--- src/hw/rtl/fwp_pkg.sv ---
// fwp_pkg: shared widths, command codes and types for the fir filter with prime
// no dependencies; compile first
`timescale 1ns / 1ps

package fwp_pkg;

	localparam int CMD_W         = 2;
	localparam int SAMPLE_W      = 16;
	localparam int COEF_W        = 18;
	localparam int IDX_W         = 5;
	localparam int PROD_W        = SAMPLE_W + COEF_W;
	localparam int FRAC_W        = 15;
	// coefficient index field reaches only this many taps
	localparam int MAX_LOAD_TAPS = 1 << IDX_W;

	typedef enum logic [CMD_W-1:0] {
		CMD_SAMPLE = 2'd0,
		CMD_PRIME  = 2'd1,
		CMD_LOAD   = 2'd2
	} cmd_t;

	typedef logic signed [SAMPLE_W-1:0] sample_t;
	typedef logic signed [COEF_W-1:0]   coef_t;
	typedef logic signed [PROD_W-1:0]   prod_t;

	localparam sample_t SAT_MAX = 16'sh7fff;
	localparam sample_t SAT_MIN = 16'sh8000;

	// decoded command of an accepted input beat
	typedef struct packed {
		logic sample;
		logic prime;
		logic load;
	} cmd_strobe_t;

endpackage

--- src/hw/rtl/fwp_if.sv ---


interface fwp_out_if;
	logic             valid;
	logic             ready;
	fwp_pkg::sample_t filtered_sample;
	logic             saturated;

	modport source (output valid, filtered_sample, saturated, input ready);
	modport sink (input valid, filtered_sample, saturated, output ready);
endinterface

--- src/hw/rtl/fwp_round_sat.sv ---
// fwp_round_sat: floor shift, saturation and the result register
// depends on fwp_pkg and fwp_if
`timescale 1ns / 1ps

module fwp_round_sat #(
	parameter int ACC_W = 39
) (
	input  logic                    clk,
	input  logic                    arst_n,
	input  logic                    root_valid,
	input  logic signed [ACC_W-1:0] root_sum,
	output logic                    take,
	fwp_out_if.source               result
);

	logic                    valid_q;
	fwp_pkg::sample_t        sample_q;
	logic                    sat_q;
	logic signed [ACC_W-1:0] shifted;
	logic                    over;
	logic                    under;

	assign take    = !valid_q || result.ready;
	assign shifted = root_sum >>> fwp_pkg::FRAC_W;
	assign over    = shifted > ACC_W'(fwp_pkg::SAT_MAX);
	assign under   = shifted < ACC_W'(fwp_pkg::SAT_MIN);

	always_ff @(posedge clk or negedge arst_n) begin
		if (!arst_n) begin
			valid_q <= 1'b0;
		end else if (take) begin
			valid_q <= root_valid;
		end
	end

	always_ff @(posedge clk) begin
		if (take && root_valid) begin
			priority if (over) sample_q <= fwp_pkg::SAT_MAX;
			else if (under) sample_q <= fwp_pkg::SAT_MIN;
			else sample_q <= shifted[fwp_pkg::SAMPLE_W-1:0];
			sat_q <= over || under;
		end
	end

	assign result.valid           = valid_q;
	assign result.filtered_sample = sample_q;
	assign result.saturated       = sat_q;

endmodule

--- src/flat_wrapper.sv ---
// flat-port wrapper written by rule: the top's interface ports become plain ports
module fwp_round_sat_flat 
#(
	parameter int ACC_W = 39
)
  (clk, arst_n, root_valid, root_sum, take, result_valid, result_filtered_sample, result_saturated, result_ready);
  fwp_out_if result_i ();
  input  logic clk;
  input  logic arst_n;
  input  logic root_valid;
  input  logic signed [ACC_W-1:0] root_sum;
  output logic take;
  output wire logic [$bits(result_i.valid)-1:0] result_valid;
  output wire logic [$bits(result_i.filtered_sample)-1:0] result_filtered_sample;
  output wire logic [$bits(result_i.saturated)-1:0] result_saturated;
  input wire logic [$bits(result_i.ready)-1:0] result_ready;
  assign result_valid = result_i.valid;
  assign result_filtered_sample = result_i.filtered_sample;
  assign result_saturated = result_i.saturated;
  assign result_i.ready = result_ready;
  fwp_round_sat #(.ACC_W(ACC_W)) u_core (.clk(clk), .arst_n(arst_n), .root_valid(root_valid), .root_sum(root_sum), .take(take), .result(result_i));
endmodule
--- config.mk ---
export PLATFORM = sky130hd
export DESIGN_NAME = fwp_round_sat_flat
export DESIGN_NICKNAME = d
export VERILOG_FILES = /design/src/hw/rtl/fwp_pkg.sv /design/src/hw/rtl/fwp_if.sv /design/src/hw/rtl/fwp_round_sat.sv /design/src/flat_wrapper.sv
export SDC_FILE = /design/constraint.sdc
export NUM_CORES = 1
export LEC_CHECK = 0
export BUFFER_PORTS_ARGS = -buffer_cell sky130_fd_sc_hd__buf_2
export CORE_ASPECT_RATIO = 0.8
export CORE_MARGIN = 1.5
export CORE_UTILIZATION = 39
export DETAILED_ROUTE_END_ITERATION = 8
export HOLD_SLACK_MARGIN = 0.03
export PLACE_DENSITY = 0.79
export SKIP_CTS_REPAIR_TIMING = 1
export SYNTH_ARGS = -nofsm -noshare
export SYNTH_HDL_FRONTEND = slang
export SYNTH_SLANG_ARGS = --single-unit
--- constraint.sdc ---
create_clock -name clk -period 1.4 [get_ports clk]
set_input_delay 0.07 -clock clk [delete_from_list [all_inputs] [get_ports clk]]
set_output_delay 0.07 -clock clk [all_outputs]
set_load 0.01 [all_outputs]
==> results.json, run 1 <==
{
  "worst_setup_path_endpoint": "u_core.result.filtered_sample[14]",
  "ys_top_cells_by_count": "17 x edfxtp_1, 16 x nand3_1, 15 x a2bb2oi_1",
  "finalClockSkew_ns": 0.00572,
  "rrSetupSlack_ns": 0.18,
  "utilization_pct": 57.5,
  "grt-busiest-layer": "met2",
  "io_buffers": 46,
  "globalRouteMet2Util_pct": 26.2,
  "firstDrtPassIters": 4,
  "antennaDiodeCount": 0,
  "avgSynthCellArea_um2": 12.9,
  "fin_nets": 157,
  "routed_wl_um": 1790,
  "htreeDepth": 1,
  "first_global_vias": 643,
  "ys.flop_type": "edfxtp_1",
  "synth-adder-area-share_pct": 0,
  "met1_usage_pct": 16.0,
  "track_usage_pct": 14.3,
  "use_met3_pct": 3.15,
  "dp_hpwl_um": 1280,
  "cts_buffers": 3,
  "drive_above_1_share_pct": 46.9,
  "via_count": 728,
  "ys_async_sr_fraction_pct": 5.56,
  "antenna_found_initial": 0,
  "yosys.area.top_type": "edfxtp_1",
  "core-area_um2": 1980,
  "worst_slack_ns": 0.176,
  "clkSinkCount": 18,
  "die_area_um2": 2480,
  "drv_cap": 0,
  "required_ns": 1.35,
  "cts_tree": "yes",
  "reg2reg_depth": 2,
  "drt_iter0_drc": 29,
  "wire_per_inst_um": 13.0,
  "path_class": "flip-flop to flip-flop",
  "rsz0062_at_grt": "false",
  "power_density_nw_per_um2": 908,
  "p_leak_nw": 0.468,
  "ys_ff_latch": 18,
  "synth_cell_types": 14,
  "maxSlewHeadroom_pct": 73.7,
  "hold_class": "input port to flip-flop",
  "antenna_left": 0,
  "slew_viol_final": 0,
  "r2r_end": "u_core.result.filtered_sample[14]",
  "floorplan.initialDensity_pct": 43.2,
  "ys_warn_count": 0,
  "crit_path_end_kind": "flip-flop",
  "clockBufferDepth": 2,
  "gr-total-overflow": 0,
  "crit_path_start_kind": "flip-flop",
  "gp_congestion": 0.678,
  "ir_drop_uv": 467,
  "grt_max_degree": 19,
  "grt_pass1_wl_um": 2720,
  "num_rows": 14,
  "detail_route.vias_per_cell": 5.31,
  "synth.most_common_cell": "edfxtp_1",
  "tns_ns": 0,
  "synth-compound-area-share_pct": 16.3,
  "area_delta_synth_final_pct": 33.1,
  "cp-startpoint": "u_core.result.valid",
  "clk_pin_slew_ns": 0.09,
  "clock_latency_ns": 0.28,
  "die_h_um": 44.9,
  "cts-root-buf": "clkbuf_4",
  "finalHoldViolations": 0,
  "fp.dieW_um": 55.3,
  "arrival_ns": 1.17,
  "status": "finished, final reports clean",
  "muxShareOfSynthArea_pct": 0,
  "postSynthCellCount": 66,
  "yosys.area_share.simple_pct": 15.5,
  "crit_fanout": 17,
  "synth.area.top_cells": "edfxtp_1 60%, a2bb2oi_1 15%, nand3_1 9.4%",
  "synth_xor_area_share_pct": 0,
  "synth_enable_flop_cells": 17,
  "drc": 0,
  "dp_slack_ns": 0.178,
  "fin_crit_ns": 1.22,
  "ios": 62,
  "yosysSeqAreaShare_pct": 62.7,
  "tightest_slew_ns": 0.394,
  "syn-cell-area_um2": 855,
  "synth_top_family_by_area": "compound AO/OA/AOI/OAI gates",
  "r2r-start": "u_core.result.valid",
  "p_total_w": 0.00103,
  "synth_nets": 109,
  "finalCritPeriodShare_pct": 87.5,
  "maxClockFrequency_ghz": 0.817,
  "synth_top_area_share_pct": 59.7,
  "setup_viol": 0
}
==> cells by family (layout without fill, tap and decap cells) <==
family                 after synthesis  in the layout
flip-flops                          18             18
AND/OR/NAND/NOR                     24             24
buffers and inverters                8             55
AO/OA/AOI/OAI                       16             16
==> per-stage QoR <==
stage / hold slack, ns / area [um2] / std cells
detailed placement: -0.154 / 1090 / 131
global route: 0.0738 / 1140 / 137
CTS: -0.473 / 1120 / 135
finish: 0.0774 / 1140 / 137
global placement: -0.156 / 1090 / 131
floorplan: -0.226 / 856 / 66
==> layout by cell type, fill, tap and decap left out, drive strengths merged <==
| cell | synthesis | layout |
|---|---|---|
| edfxtp | 17 | 17 |
| dlygate4sd3 | 0 | 2 |
| clkbuf | 5 | 3 |
| dfrtp | 1 | 1 |
| nand2 | 1 | 1 |
| and2 | 1 | 1 |
| nor4 | 2 | 2 |
| o21a | 1 | 1 |
| buf | 3 | 49 |
| nand3 | 16 | 16 |
| a2bb2oi | 15 | 15 |
| nand2b | 2 | 2 |
| and4 | 2 | 2 |
| clkinv | 0 | 1 |
==> how the worst min path moves through the flow <==
stage | start | end | slack [ns] | depth (start not counted)
finish | result_ready | u_core.result.valid | 0.08 | 3
detailed placement | arst_n | u_core.result.valid | -0.15 | 1
global route | arst_n | u_core.result.valid | 0.07 | 2
floorplan | arst_n | u_core.result.valid | -0.23 | 0
global placement | arst_n | u_core.result.valid | -0.16 | 1
CTS | arst_n | u_core.result.valid | -0.47 | 1
==> layer usage <==
layer | routed length [um] | share of wire [%]
met1 | 741 | 41
met2 | 898 | 50
met3 | 130 | 7.3
met4 | 16 | 0.90
met5 | 0 | 0
==> area by class of cell <==
| cell class | count | area (um2) |
|---|---|---|
| fillers | 175 | 842 |
| flip-flops and latches | 18 | 536 |
| repair buffers | 51 | 273 |
| multi-input cells | 40 | 273 |
| clock buffers | 3 | 22.5 |
| well taps | 24 | 30.0 |
| clock inverters | 1 | 3.75 |
==> report_power, final <==
group	leakage (nW)	total (W)	internal, W	switching [W]
Clock	0.0154	0.000251	0.000103	0.000147
Combinational	0.282	0.000152	0.0000738	0.0000782
Sequential	0.170	0.000630	0.000623	0.00000671
Total	0.468	0.00103	0.000800	0.000232
==> critical path: stages, from the launching register on <==
cell      delay [ns]
dfrtp_1         0.38
nand2b_1        0.10
and2_2          0.41
==> state kept, by name, indices dropped and copies added, names as in the netlist <==
name and count:
u_core.result.filtered_sample 16, u_core.result.saturated 1, u_core.result.valid 1
Note: power is estimated with default switching activity, not from simulation.
==> inputs of run 2 (changes only) <==
Settings changed: CORE_UTILIZATION 39 to 41, CTS_BUF_LIST from default to sky130_fd_sc_hd__clkbuf_2, PLACE_DENSITY 0.79 to 0.83.
==> results.json, run 2 (synthesized netlist as in run 1, its figures left out) <==
{
  "fin_crit_ns": 1.24,
  "reg2reg_depth": 2,
  "power_density_nw_per_um2": 897,
  "grt_max_degree": 19,
  "drive_above_1_share_pct": 47.8,
  "hold_class": "input port to asynchronous set/reset pin",
  "r2r-start": "u_core.result.valid",
  "grt-busiest-layer": "met2",
  "arrival_ns": 1.22,
  "worst_setup_path_endpoint": "u_core.result.filtered_sample[13]",
  "tns_ns": 0,
  "crit_fanout": 17,
  "r2r_end": "u_core.result.filtered_sample[13]",
  "first_global_vias": 669,
  "cts_tree": "yes",
  "num_rows": 14,
  "finalClockSkew_ns": 0.00844,
  "die_h_um": 43.8,
  "met1_usage_pct": 19.7,
  "setup_viol": 0,
  "htreeDepth": 1,
  "antenna_found_initial": 0,
  "required_ns": 1.38,
  "grt_pass1_wl_um": 2810,
  "path_delay_family": "simple AND/OR/NAND/NOR gates",
  "crit_path_end_kind": "flip-flop",
  "die_area_um2": 2370,
  "path_class": "flip-flop to flip-flop",
  "slew_viol_final": 0,
  "final_common_cell": "buf_2",
  "layout_common_cells": "46 x buf_2, 17 x edfxtp_1, 16 x nand3_1, 15 x a2bb2oi_1, 4 x clkbuf_2",
  "io_buffers": 46,
  "drt_iter0_drc": 12,
  "firstDrtPassIters": 4,
  "ios": 62,
  "tightest_slew_ns": 0.400,
  "cts_buffers": 3,
  "status": "finished, final reports clean",
  "ir_drop_uv": 536,
  "clk_pin_slew_ns": 0.16,
  "fp.dieW_um": 54.0,
  "wire_per_inst_um": 14.2,
  "finalCritPeriodShare_pct": 88.9,
  "maxSlewHeadroom_pct": 73.3,
  "finish.instance_area_um2": 1130,
  "gp_congestion": 0.646,
  "antenna_left": 0,
  "drv_cap": 0,
  "placed_cells": 131,
  "use_met3_pct": 3.10,
  "rrSetupSlack_ns": 0.16,
  "p_leak_nw": 0.470,
  "crit_path_start_kind": "flip-flop",
  "finalHoldViolations": 0,
  "gr-total-overflow": 0,
  "maxClockFrequency_ghz": 0.804,
  "detail_route.vias_per_cell": 5.21,
  "floorplan.initialDensity_pct": 44.4,
  "crit_buf_inv": 0,
  "clkSinkCount": 18,
  "antennaDiodeCount": 0,
  "clock_latency_ns": 0.30,
  "cpMaxStageDelayCell": "dfrtp_1",
  "cpPeakStageDelay_ns": 0.41,
  "cts-root-buf": "clkbuf_2",
  "cp.depth": 2,
  "place_area_um2": 1090,
  "largest_reg_flops": 16,
  "cp-startpoint": "u_core.result.valid",
  "globalRouteMet2Util_pct": 29.3,
  "core-area_um2": 1930,
  "area_delta_synth_final_pct": 32.4,
  "rsz0062_at_grt": "false",
  "cp_cell_sequence": "nand2b_1, and2_2",
  "routed_wl_um": 1940,
  "fin_cells": 137,
  "drc": 0,
  "track_usage_pct": 16.9,
  "fin_nets": 157,
  "clockBufferDepth": 2,
  "via_count": 714
}
[run 2: cell count changes in the layout (fill, tap and decap cells not counted), sizes merged]
cell    previous run  this run
clkbuf             3         4
clkinv             1         0
[run 2: layout make-up]
class | instances | area, um2
clock buffer | 4 | 20.0
fill | 164 | 796
multi-input combinational | 40 | 273
sequential | 18 | 536
tap | 24 | 30.0
timing repair buffer | 51 | 273
[run 2: worst min path at each step]
stage                     cells past startpoint             endpoint  startpoint
after detailed placement                      1  u_core.result.valid      arst_n
after CTS                                     1  u_core.result.valid      arst_n
after global placement                        1  u_core.result.valid      arst_n
after global routing                          2  u_core.result.valid      arst_n
after floorplan                               0  u_core.result.valid      arst_n
final                                         2  u_core.result.valid      arst_n
[run 2: where the power goes]
part	switching [W]	internal [W]	leakage, nW
clock network	0.000156	0.0000757	0.0166
logic	0.0000809	0.0000739	0.282
registers	0.00000629	0.000623	0.170
total	0.000243	0.000772	0.470
[run 2: routing by layer]
layer  vias up  wire [um]
met3         2        125
met5         -          0
met2        32        977
met4         0         16
li1        356          -
met1       324        823
[run 2: through the flow]
stage | total power (W) | hold slack (ns) | worst slack (ns) | util, %
detailed placement | 0.000793 | -0.154 | 0.166 | 56.6
CTS | 0.00102 | -0.497 | 0.149 | 57.7
finish | 0.00102 | 0.0479 | 0.156 | 58.7
global route | 0.00106 | 0.0511 | 0.0936 | 58.7
floorplan | 0.000712 | -0.226 | 0.164 | -
global placement | 0.000785 | -0.155 | 0.209 | 56.6
